<file path="config.mk">
export PLATFORM = sky130hd
export DESIGN_NAME = pwm_keystroke_tuner_flat
export DESIGN_NICKNAME = d
export VERILOG_FILES = /design/src/hw/rtl/pwmkt_pkg.sv /design/src/hw/rtl/pwmkt_key_if.sv /design/src/hw/rtl/pwmkt_res_if.sv /design/src/hw/rtl/pwm_keystroke_tuner.sv /design/src/hw/rtl/pwmkt_div.sv /design/src/hw/rtl/pwmkt_ctrl.sv /design/src/hw/rtl/pwmkt_dp.sv /design/src/flat_wrapper.sv
export SDC_FILE = /design/constraint.sdc
export NUM_CORES = 2
export LEC_CHECK = 0
export ABC_AREA = 1
export ABC_CLOCK_PERIOD_IN_PS = 8100
export BUFFER_PORTS_ARGS = -buffer_cell sky130_fd_sc_hd__clkbuf_2
export CAP_MARGIN = 15
export CORE_ASPECT_RATIO = 0.6
export CORE_MARGIN = 1
export CORE_UTILIZATION = 55
export CTS_CLUSTER_SIZE = 28
export DETAILED_ROUTE_END_ITERATION = 8
export HOLD_SLACK_MARGIN = 0.1
export PLACE_DENSITY = 0.77
export SLEW_MARGIN = 20
export SYNTH_ARGS = -nofsm -noshare
export SYNTH_HDL_FRONTEND = slang
export SYNTH_SLANG_ARGS = --single-unit
</file>
<file path="constraint.sdc">
create_clock -name clk -period 8.1 [get_ports clk]
set_input_delay 1.62 -clock clk [delete_from_list [all_inputs] [get_ports clk]]
set_output_delay 1.62 -clock clk [all_outputs]
set_load 0.005 [all_outputs]
</file>
<file path="src/hw/rtl/pwmkt_pkg.sv">
package pwmkt_pkg;

	// Counter registers of the PWM timer
	localparam int CNT_W = 16;
	localparam logic [CNT_W-1:0] CNT_MAX = '1;
	localparam logic [CNT_W-1:0] CMP_RESET = CNT_W'(499);
	localparam logic [CNT_W-1:0] PER_RESET = CNT_W'(999);

	// Percent scale and the doubling limit of the period
	localparam int PCT = 100;
	localparam int DUTY_W = 7;
	localparam logic [31:0] DOUBLE_LIMIT = 32'd32676;

	// Divider widths: dividend holds (compare+1)*100, divisor holds period+1
	localparam int DIV_A_W = CNT_W + 7;
	localparam int DIV_B_W = CNT_W + 1;
	localparam int DIV_CNT_W = $clog2(DIV_A_W + 1);

	// Reciprocal of 100, rounded up: the floor is exact for any dividend below 2^DIV_A_W
	localparam int RCP_SHIFT = DIV_A_W + 7;
	localparam int RCP_W = DIV_A_W + 1;
	localparam int PRD_W = DIV_A_W + RCP_W;
	localparam logic [RCP_W-1:0] RCP_100 =
		RCP_W'(((64'd1 << RCP_SHIFT) + 64'd99) / 64'd100);

	// Key codes
	localparam logic [7:0] KEY_M = 8'h6D;
	localparam logic [7:0] KEY_Q = 8'h71;
	localparam logic [7:0] KEY_W = 8'h77;
	localparam logic [7:0] KEY_E = 8'h65;
	localparam logic [7:0] KEY_R = 8'h72;
	localparam logic [7:0] KEY_D = 8'h64;
	localparam logic [7:0] KEY_F = 8'h66;
	localparam logic [7:0] KEY_H = 8'h68;
	localparam logic [7:0] KEY_QM = 8'h3F;
	localparam logic [7:0] KEY_CR = 8'h0D;
	localparam logic [7:0] KEY_LF = 8'h0A;

	typedef enum logic [3:0] {
		CMD_NONE,
		CMD_MODE,
		CMD_INC,
		CMD_DEC,
		CMD_HALF,
		CMD_DOUBLE,
		CMD_PDEC,
		CMD_PINC,
		CMD_HELP,
		CMD_NL
	} cmd_t;

	typedef enum logic [2:0] {
		RESP_NONE    = 3'd0,
		RESP_GENERAL = 3'd1,
		RESP_VOLT    = 3'd2,
		RESP_HELP    = 3'd3,
		RESP_NEWLINE = 3'd4
	} resp_t;

	typedef enum logic [2:0] {
		ST_IDLE,
		ST_PREP,
		ST_DIV_GO,
		ST_DIV_WAIT,
		ST_MUL,
		ST_SCALE,
		ST_APPLY
	} state_t;

	typedef struct packed {
		logic     capture;
		logic     prep;
		logic     div_start;
		logic     mul;
		logic     scale;
		logic     apply;
	} dp_ctrl_t;

	typedef struct packed {
		cmd_t cmd;
		logic div_done;
		logic out_free;
	} dp_stat_t;

	function automatic cmd_t decode_key(input logic [7:0] key);
		cmd_t c;
		case (key) inside
			KEY_M:          c = CMD_MODE;
			KEY_Q:          c = CMD_INC;
			KEY_W:          c = CMD_DEC;
			KEY_E:          c = CMD_HALF;
			KEY_R:          c = CMD_DOUBLE;
			KEY_D:          c = CMD_PDEC;
			KEY_F:          c = CMD_PINC;
			KEY_H, KEY_QM:  c = CMD_HELP;
			KEY_CR, KEY_LF: c = CMD_NL;
			default:        c = CMD_NONE;
		endcase
		return c;
	endfunction

endpackage

</file>
<file path="src/hw/rtl/pwmkt_key_if.sv">
interface pwmkt_key_if;
	logic       valid;
	logic       ready;
	logic [7:0] key_byte;

	modport source (output valid, output key_byte, input ready);
	modport sink (input valid, input key_byte, output ready);
endinterface

</file>
<file path="src/hw/rtl/pwmkt_res_if.sv">
interface pwmkt_res_if;
	logic        valid;
	logic        ready;
	logic [15:0] compare_value;
	logic [15:0] period_value;
	logic        display_mode;
	logic [2:0]  response;

	modport source (output valid, output compare_value, output period_value,
		output display_mode, output response, input ready);
	modport sink (input valid, input compare_value, input period_value,
		input display_mode, input response, output ready);
endinterface

</file>
<file path="src/hw/rtl/pwm_keystroke_tuner.sv">
// Result: every key except e/r/d/f goes from the prep state straight to the apply state;
//   e/r/d/f first run a 23-step duty divide, multiply, reciprocal scale by 1/100.
// Keys: a new key is taken only once the last one is applied; the restoring divider makes
//   the period keys the longer ones. A pending result does not block the next key:
//   the output register parts the sides; a second pending result holds the input.
// Reset (arst_n low, asynchronous): compare 499, period 999, general mode, no result pending.
module pwm_keystroke_tuner (
	input  logic        clk,
	input  logic        arst_n,
	pwmkt_key_if.sink   key,
	pwmkt_res_if.source res
);
	import pwmkt_pkg::*;

	dp_ctrl_t ctl;
	dp_stat_t stat;

	// Sequencer: accept one key, run the divide/multiply/scale steps for period keys, write the result
	pwmkt_ctrl u_ctrl (
		.clk      (clk),
		.arst_n   (arst_n),
		.in_valid (key.valid),
		.in_ready (key.ready),
		.ctl      (ctl),
		.stat     (stat)
	);

	// Datapath: period, compare and mode registers, duty rescale, output register.
	// The duty percent is (compare+1)*100/(period+1) clamped to 100, from the iterative
	// divider; the new compare is new_period*duty/100 and the compare step is
	// period/100, both taken by multiplying with a reciprocal of 100.
	pwmkt_dp u_dp (
		.clk           (clk),
		.arst_n        (arst_n),
		.key_byte      (key.key_byte),
		.ctl           (ctl),
		.stat          (stat),
		.res_valid     (res.valid),
		.res_ready     (res.ready),
		.compare_value (res.compare_value),
		.period_value  (res.period_value),
		.display_mode  (res.display_mode),
		.response      (res.response)
	);

endmodule

</file>
<file path="src/hw/rtl/pwmkt_div.sv">
module pwmkt_div (
	input  logic                            clk,
	input  logic                            arst_n,
	input  logic                            start,
	input  logic [pwmkt_pkg::DIV_A_W-1:0]   dividend,
	input  logic [pwmkt_pkg::DIV_B_W-1:0]   divisor,
	output logic                            done,
	output logic [pwmkt_pkg::DIV_A_W-1:0]   quotient
);
	import pwmkt_pkg::*;

	logic [DIV_A_W-1:0]   quot_q;
	logic [DIV_B_W-1:0]   rem_q;
	logic [DIV_B_W-1:0]   dsr_q;
	logic [DIV_CNT_W-1:0] cnt_q;
	logic                 busy_q;
	logic                 done_q;

	logic [DIV_B_W:0]     shifted;
	logic [DIV_B_W:0]     diff;

	// One restoring step: bring down the next dividend bit, try the subtract
	assign shifted = {rem_q, quot_q[DIV_A_W-1]};
	assign diff    = shifted - {1'b0, dsr_q};

	always_ff @(posedge clk or negedge arst_n) begin
		if (!arst_n) begin
			busy_q <= 1'b0;
			done_q <= 1'b0;
			cnt_q  <= '0;
		end else begin
			done_q <= 1'b0;
			if (start) begin
				busy_q <= 1'b1;
				cnt_q  <= DIV_CNT_W'(DIV_A_W);
			end else if (busy_q) begin
				cnt_q <= cnt_q - 1'b1;
				if (cnt_q == DIV_CNT_W'(1)) begin
					busy_q <= 1'b0;
					done_q <= 1'b1;
				end
			end
		end
	end

	always_ff @(posedge clk or negedge arst_n) begin
		if (!arst_n) begin
			quot_q <= '0;
			rem_q  <= '0;
			dsr_q  <= '0;
		end else if (start) begin
			quot_q <= dividend;
			rem_q  <= '0;
			dsr_q  <= divisor;
		end else if (busy_q) begin
			if (!diff[DIV_B_W]) begin
				rem_q  <= diff[DIV_B_W-1:0];
				quot_q <= {quot_q[DIV_A_W-2:0], 1'b1};
			end else begin
				rem_q  <= shifted[DIV_B_W-1:0];
				quot_q <= {quot_q[DIV_A_W-2:0], 1'b0};
			end
		end
	end

	assign done     = done_q;
	assign quotient = quot_q;

	a_no_restart: assert property (@(posedge clk) disable iff (!arst_n)
		start |-> !busy_q)
		else $error("divider restarted while busy");
	a_done_after_busy: assert property (@(posedge clk) disable iff (!arst_n)
		done_q |-> $past(busy_q) && !busy_q)
		else $error("divider done without a run");
	a_quot_holds: assert property (@(posedge clk) disable iff (!arst_n)
		(!busy_q && !start) |=> $stable(quot_q))
		else $error("quotient changed while idle");

endmodule

</file>
<file path="src/hw/rtl/pwmkt_ctrl.sv">
module pwmkt_ctrl (
	input  logic                  clk,
	input  logic                  arst_n,
	input  logic                  in_valid,
	output logic                  in_ready,
	output pwmkt_pkg::dp_ctrl_t   ctl,
	input  pwmkt_pkg::dp_stat_t   stat
);
	import pwmkt_pkg::*;

	state_t state_q;
	state_t state_nx;

	always_ff @(posedge clk or negedge arst_n) begin
		if (!arst_n) begin
			state_q <= ST_IDLE;
		end else begin
			state_q <= state_nx;
		end
	end

	always_comb begin
		state_nx      = state_q;
		in_ready      = 1'b0;
		ctl.capture   = 1'b0;
		ctl.prep      = 1'b0;
		ctl.div_start = 1'b0;
		ctl.mul       = 1'b0;
		ctl.scale     = 1'b0;
		ctl.apply     = 1'b0;
		case (state_q)
			ST_IDLE: begin
				in_ready = 1'b1;
				if (in_valid) begin
					ctl.capture = 1'b1;
					state_nx    = ST_PREP;
				end
			end
			ST_PREP: begin
				// Only the period commands rescale the duty
				ctl.prep = 1'b1;
				case (stat.cmd) inside
					CMD_HALF, CMD_DOUBLE, CMD_PDEC, CMD_PINC:
						state_nx = ST_DIV_GO;
					default:
						state_nx = ST_APPLY;
				endcase
			end
			ST_DIV_GO: begin
				ctl.div_start = 1'b1;
				state_nx      = ST_DIV_WAIT;
			end
			ST_DIV_WAIT: begin
				if (stat.div_done) begin
					state_nx = ST_MUL;
				end
			end
			ST_MUL: begin
				ctl.mul  = 1'b1;
				state_nx = ST_SCALE;
			end
			ST_SCALE: begin
				ctl.scale = 1'b1;
				state_nx  = ST_APPLY;
			end
			ST_APPLY: begin
				if (stat.out_free) begin
					ctl.apply = 1'b1;
					state_nx  = ST_IDLE;
				end
			end
			default: begin
				state_nx = ST_IDLE;
			end
		endcase
	end

	a_apply_free: assert property (@(posedge clk) disable iff (!arst_n)
		ctl.apply |-> stat.out_free)
		else $error("result written over a pending transaction");
	a_start_waits: assert property (@(posedge clk) disable iff (!arst_n)
		ctl.div_start |=> (state_q == ST_DIV_WAIT))
		else $error("divider started without a wait state");
	a_one_item: assert property (@(posedge clk) disable iff (!arst_n)
		ctl.capture |=> !in_ready)
		else $error("second key accepted while busy");

endmodule

</file>
<file path="src/hw/rtl/pwmkt_dp.sv">
module pwmkt_dp (
	input  logic                  clk,
	input  logic                  arst_n,
	input  logic [7:0]            key_byte,
	input  pwmkt_pkg::dp_ctrl_t   ctl,
	output pwmkt_pkg::dp_stat_t   stat,
	output logic                  res_valid,
	input  logic                  res_ready,
	output logic [15:0]           compare_value,
	output logic [15:0]           period_value,
	output logic                  display_mode,
	output logic [2:0]            response
);
	import pwmkt_pkg::*;

	logic [CNT_W-1:0]   compare_q;
	logic [CNT_W-1:0]   period_q;
	logic               mode_q;
	cmd_t               cmd_q;
	logic [DIV_A_W-1:0] prod_q;
	logic [CNT_W-1:0]   np_q;
	logic [CNT_W-1:0]   step_q;
	logic [CNT_W-1:0]   scl_q;

	logic               res_valid_q;
	logic [15:0]        out_cmp_q;
	logic [15:0]        out_per_q;
	logic               out_mode_q;
	resp_t              out_resp_q;

	logic [DIV_A_W-1:0] div_a;
	logic [DIV_B_W-1:0] div_b;
	logic               div_done;
	logic [DIV_A_W-1:0] div_quot;

	logic [CNT_W-1:0]   per_calc;
	logic [DUTY_W-1:0]  duty;
	logic [CNT_W-1:0]   step_raw;
	logic [CNT_W:0]     sum;
	logic [CNT_W-1:0]   cmp_nx;
	logic [CNT_W-1:0]   per_nx;
	logic               mode_nx;
	resp_t              resp_nx;

	// Floor of x/100 by multiplying with the rounded-up reciprocal
	function automatic logic [CNT_W-1:0] div_by_pct(input logic [DIV_A_W-1:0] x);
		logic [PRD_W-1:0] p;
		p = PRD_W'(x) * PRD_W'(RCP_100);
		return p[RCP_SHIFT +: CNT_W];
	endfunction

	// New period for the period commands
	always_comb begin
		case (cmd_q)
			CMD_HALF:
				per_calc = (period_q < CNT_W'(2)) ? CNT_W'(1) : (period_q >> 1);
			CMD_DOUBLE:
				per_calc = ((32'(period_q) > DOUBLE_LIMIT) || period_q[CNT_W-1]) ?
					CNT_MAX : (period_q << 1);
			CMD_PDEC:
				per_calc = (period_q < CNT_W'(2)) ? CNT_W'(1) : (period_q - 1'b1);
			CMD_PINC:
				per_calc = (period_q == CNT_MAX) ? CNT_MAX : (period_q + 1'b1);
			default:
				per_calc = period_q;
		endcase
	end

	// Clamp the duty percent
	assign duty = (div_quot > DIV_A_W'(PCT)) ? DUTY_W'(PCT) : div_quot[DUTY_W-1:0];

	// The divider only forms the duty percent: (compare+1)*100 / (period+1)
	assign div_a = prod_q;
	assign div_b = DIV_B_W'(period_q) + 1'b1;

	pwmkt_div u_div (
		.clk      (clk),
		.arst_n   (arst_n),
		.start    (ctl.div_start),
		.dividend (div_a),
		.divisor  (div_b),
		.done     (div_done),
		.quotient (div_quot)
	);

	// Compare step is period/100, at least one
	assign step_raw = div_by_pct(DIV_A_W'(period_q));

	// State after the command
	assign sum  = {1'b0, compare_q} + {1'b0, step_q};

	always_comb begin
		cmp_nx  = compare_q;
		per_nx  = period_q;
		mode_nx = mode_q;
		resp_nx = RESP_NONE;
		case (cmd_q)
			CMD_MODE: begin
				mode_nx = ~mode_q;
				resp_nx = mode_q ? RESP_GENERAL : RESP_VOLT;
			end
			CMD_INC: begin
				// compare at or above the period means full duty: hold compare at the period
				if (compare_q >= period_q) begin
					cmp_nx = period_q;
				end else if (sum[CNT_W]) begin
					cmp_nx = CNT_MAX;
				end else begin
					cmp_nx = sum[CNT_W-1:0];
				end
			end
			CMD_DEC: begin
				cmp_nx = (step_q > compare_q) ? '0 : (compare_q - step_q);
			end
			CMD_HALF, CMD_DOUBLE, CMD_PDEC, CMD_PINC: begin
				cmp_nx = scl_q;
				per_nx = np_q;
			end
			CMD_HELP: begin
				resp_nx = RESP_HELP;
			end
			CMD_NL: begin
				resp_nx = RESP_NEWLINE;
			end
			default: begin
				resp_nx = RESP_NONE;
			end
		endcase
	end

	always_ff @(posedge clk or negedge arst_n) begin
		if (!arst_n) begin
			compare_q   <= CMP_RESET;
			period_q    <= PER_RESET;
			mode_q      <= 1'b0;
			cmd_q       <= CMD_NONE;
			res_valid_q <= 1'b0;
		end else begin
			if (ctl.capture) begin
				cmd_q <= decode_key(key_byte);
			end
			if (ctl.apply) begin
				compare_q   <= cmp_nx;
				period_q    <= per_nx;
				mode_q      <= mode_nx;
				res_valid_q <= 1'b1;
			end else if (res_ready) begin
				res_valid_q <= 1'b0;
			end
		end
	end

	always_ff @(posedge clk) begin
		if (ctl.prep) begin
			prod_q <= (DIV_A_W'(compare_q) + 1'b1) * DIV_A_W'(PCT);
			np_q   <= per_calc;
			step_q <= (step_raw == '0) ? CNT_W'(1) : step_raw;
		end else if (ctl.mul) begin
			prod_q <= DIV_A_W'(np_q) * DIV_A_W'(duty);
		end
		if (ctl.scale) begin
			scl_q <= div_by_pct(prod_q);
		end
		if (ctl.apply) begin
			out_cmp_q  <= 16'(cmp_nx);
			out_per_q  <= 16'(per_nx);
			out_mode_q <= mode_nx;
			out_resp_q <= resp_nx;
		end
	end

	assign stat.cmd      = cmd_q;
	assign stat.div_done = div_done;
	assign stat.out_free = !res_valid_q || res_ready;

	assign res_valid     = res_valid_q;
	assign compare_value = out_cmp_q;
	assign period_value  = out_per_q;
	assign display_mode  = out_mode_q;
	assign response      = out_resp_q;

endmodule
</file>
<file path="src/flat_wrapper.sv">
// flat-port wrapper written by rule: the top's interface ports become plain ports
module pwm_keystroke_tuner_flat import pwmkt_pkg::*;
  (clk, arst_n, key_valid, key_key_byte, key_ready, res_valid, res_compare_value, res_period_value, res_display_mode, res_response, res_ready);
  pwmkt_key_if key_i ();
  pwmkt_res_if res_i ();
  input  logic clk;
  input  logic arst_n;
  input wire logic [$bits(key_i.valid)-1:0] key_valid;
  input wire logic [$bits(key_i.key_byte)-1:0] key_key_byte;
  output wire logic [$bits(key_i.ready)-1:0] key_ready;
  output wire logic [$bits(res_i.valid)-1:0] res_valid;
  output wire logic [$bits(res_i.compare_value)-1:0] res_compare_value;
  output wire logic [$bits(res_i.period_value)-1:0] res_period_value;
  output wire logic [$bits(res_i.display_mode)-1:0] res_display_mode;
  output wire logic [$bits(res_i.response)-1:0] res_response;
  input wire logic [$bits(res_i.ready)-1:0] res_ready;
  assign key_i.valid = key_valid;
  assign key_i.key_byte = key_key_byte;
  assign key_ready = key_i.ready;
  assign res_valid = res_i.valid;
  assign res_compare_value = res_i.compare_value;
  assign res_period_value = res_i.period_value;
  assign res_display_mode = res_i.display_mode;
  assign res_response = res_i.response;
  assign res_i.ready = res_ready;
  pwm_keystroke_tuner u_core (.clk(clk), .arst_n(arst_n), .key(key_i), .res(res_i));
endmodule
</file>
==> run metrics <==
Starting Density=0.5586; Max Transition Viols Final=0; fmax=148.2 MHz; Antenna Violating Nets Remaining=0; Clock Tree Buf Depth=3; Core ar.=62900 um2; Req. time, crit path=around 8.4 ns; initial DRC count=3909; Via density=5.693; Seq cells post-synth=206; Wirelength per Cell=22.41 um; Synth Flop Type=edfxtp_1; Worst setup SP type=flip-flop; commonest cells in the netlist=inv_1 (1025), nand2_1 (921), ha_1 (568); Die Ht=around 200 um; RSZ-0062 raised after global routing=false; peak fanout along the critical path=10; Clock transition at path regs=0.07 ns; CTS buffer count=24; Critical Path AT=7.06 ns; num rows=71; CTS tree=built; CP endpoint kind=flip-flop; fill count=5748; Clk Latency, worst-skew pair=0.60 ns; Post-Syn Nets=about 5400; status=finished clean; Post-synth EDFFs=99; Die ar.=64920 um2; Adder-Cell Fraction of Synth Area=0.4302; CTS H-tree depth=1; most common cell in the netlist=inv_1; die width=328.3 um; xor/xnor share of the synthesized area=0.02618; number of global-route vias before repair=29130; Final nets=approximately 5400; Final setup viols=0; Ports=50; port bufs=49; Post-CTS Setup Inserts=0; initial antenna violation count=3; main combinational cell family by area after synthesis=adder cells; Syn Area/Cell=7.964 um2; DR pass1 iterations=7; biggest area consumer among synthesized cells=fa_1; Final period util=0.8330; Post-Route WL=between 100000 and 150000 um; Total Routing Usage GR=0.3773; Setup CP Type=flip-flop to flip-flop; skew final=0.03961 ns; Mapped Area=35130 um2; hold_buf cts=0; actual slew at the worst max-slew pin=1.206 ns; post-synthesis sequential area ratio=0.1611; Post-Syn Instances=4411; DR vias=30180; main area contributors after synthesis=fa_1 (23%), ha_1 (20%), inv_1 (11%); Final Hold Viols=0; GPL Wtd Cong=approximately 1.1; area grow syn2layout=5.485%; detailed placement HPWL=slightly above 100000 um; mux share of post-synthesis cell area=0; Post-CTS Resized=0; Remaining Overflow, GRT=0; Synth cell types=between 60 and 70; Hold Path Class=flip-flop to flip-flop; root buffer cell=clkbuf_16; largest net degree at the start of global routing=66; CTS Sinks=about 200; global-route wire length before repair=181700 um; ys async rst share=0.5097; maxcap violations=0; setup TNS=0 ns; layout cells sized above 1=0.04056; Synth warnings=0; crit path time final=6.747 ns; simple-gate share of the synthesized area=0.1812; Max-slew headroom=0.1933; DRC=0; area share of the largest cell type after synthesis=0.2279; Synth Area in Compound Gates=0.08102
## worst max-delay path: stages, from the launching register on
cell	delay, ns
dfrtp_1	0.75
clkinv_1	0.59
ha_1	0.51
inv_1	0.13
fa_1	0.52
inv_1	0.05
fa_1	0.51
fa_1	0.52
fa_1	0.52
fa_1	0.49
ha_1	0.32
nand2_1	0.09
nor2_1	0.20
nand2_1	0.10
nor2_1	0.22
nand4_1	0.36
nand4_1	0.21
nand2_1	0.13
nand2_1	0.09
nor2_1	0.05
nand3_1	0.06
nand2_1	0.05
## layout by cell type (no fill, tap or decap), types with 90 or more instances in the layout
cell type  instances
ha_1             568
dfrtp_1           90
edfxtp_1          99
fa_1             400
a21oi_1          178
o21ai_0          193
nand3_1          157
inv_1           1024
nand2_1          920
nor2_1           306
## sequential cells by signal, indices dropped and copies added (netlist names), 16 cells and up
register,flops
u_core.u_dp.div_a,23
u_core.u_dp.u_div.quotient,23
u_core.u_dp.u_div.dsr_q,17
u_core.u_dp.u_div.rem_q,17
u_core.u_dp.compare_q,16
u_core.u_dp.compare_value,16
u_core.u_dp.np_q,16
u_core.u_dp.period_q,16
u_core.u_dp.period_value,16
u_core.u_dp.scl_q,16
## metrics by stage
step | utilization | hold slack (ns) | worst slack (ns) | std cells | instance area, um2
after floorplan | - | 0.4530 | 2.342 | 4411 | 35130
after global placement | 0.5769 | 0.4678 | 1.571 | 5257 | 36280
after detailed placement | 0.5769 | 0.4751 | 1.639 | 5257 | 36280
after CTS | 0.5892 | 0.4890 | 1.551 | 5301 | 37060
after global routing | 0.5892 | 0.5144 | 0.9561 | 5301 | 37060
final | 0.5892 | 0.4875 | 1.353 | 5302 | 37060
## metal layers
metal	vias to the layer above	GRT usage	share of wire	routed length, um
li1	13880	-	-	-
met1	14330	0.6065	0.48	56620
met2	1860	0.4236	0.32	38230
met3	117	0.2097	0.19	22380
met4	4	0.04100	0.012	1481
met5	-	0.006747	0.00066	78
## cell families (layout without fill, tap and decap cells)
group | count (synthesis) | count (layout)
AND/OR/NAND/NOR | 1526 | 1526
adder cells (fa/ha/maj) | 968 | 968
buffers and inverters | 1105 | 1156
AO/OA/AOI/OAI | 501 | 501
flip-flops | 206 | 206
XOR/XNOR | 105 | 105
other | 0 | 1
## final timing paths
path,from,end,slack [ns],cells past startpoint
hold reg to reg,u_core.u_dp.u_div.dsr_q[6]$_DFFE_PN0P_,u_core.u_dp.u_div.dsr_q[6]$_DFFE_PN0P_,0.49,2
min in group asynchronous,arst_n,u_core.u_dp.u_div.cnt_q[2]$_DFFE_PN0P_,1.10,1
setup / recovery,u_core.u_dp.period_q[15]$_DFFE_PN0P_,u_core.u_dp.step_q[0]$_SDFFCE_PN1P_,1.35,21
setup reg to reg,u_core.u_dp.period_q[15]$_DFFE_PN0P_,u_core.u_dp.step_q[0]$_SDFFCE_PN1P_,1.35,21
max in group asynchronous,arst_n,u_core.u_dp.compare_q[2]$_DFFE_PN0P_,5.70,2
hold / removal,u_core.u_dp.u_div.dsr_q[6]$_DFFE_PN0P_,u_core.u_dp.u_div.dsr_q[6]$_DFFE_PN0P_,0.49,2
## cell type report
type	instances	area [um2]	area share
Antenna cell	1	2.502	0.00006753
Clock buffer	28	625.6	0.01688
Clock inverter	16	145.1	0.003917
Inverter	1044	3921	0.1058
Multi-Input combinational cell	3100	25260	0.6817
Sequential cell	206	5659	0.1527
Tap cell	839	1050	0.02833
Timing Repair Buffer	68	390.4	0.01053
Power is left out: the tool's default activity adds up to more than one toggle a clock period on the data nets, which glitch-free logic cannot reach.
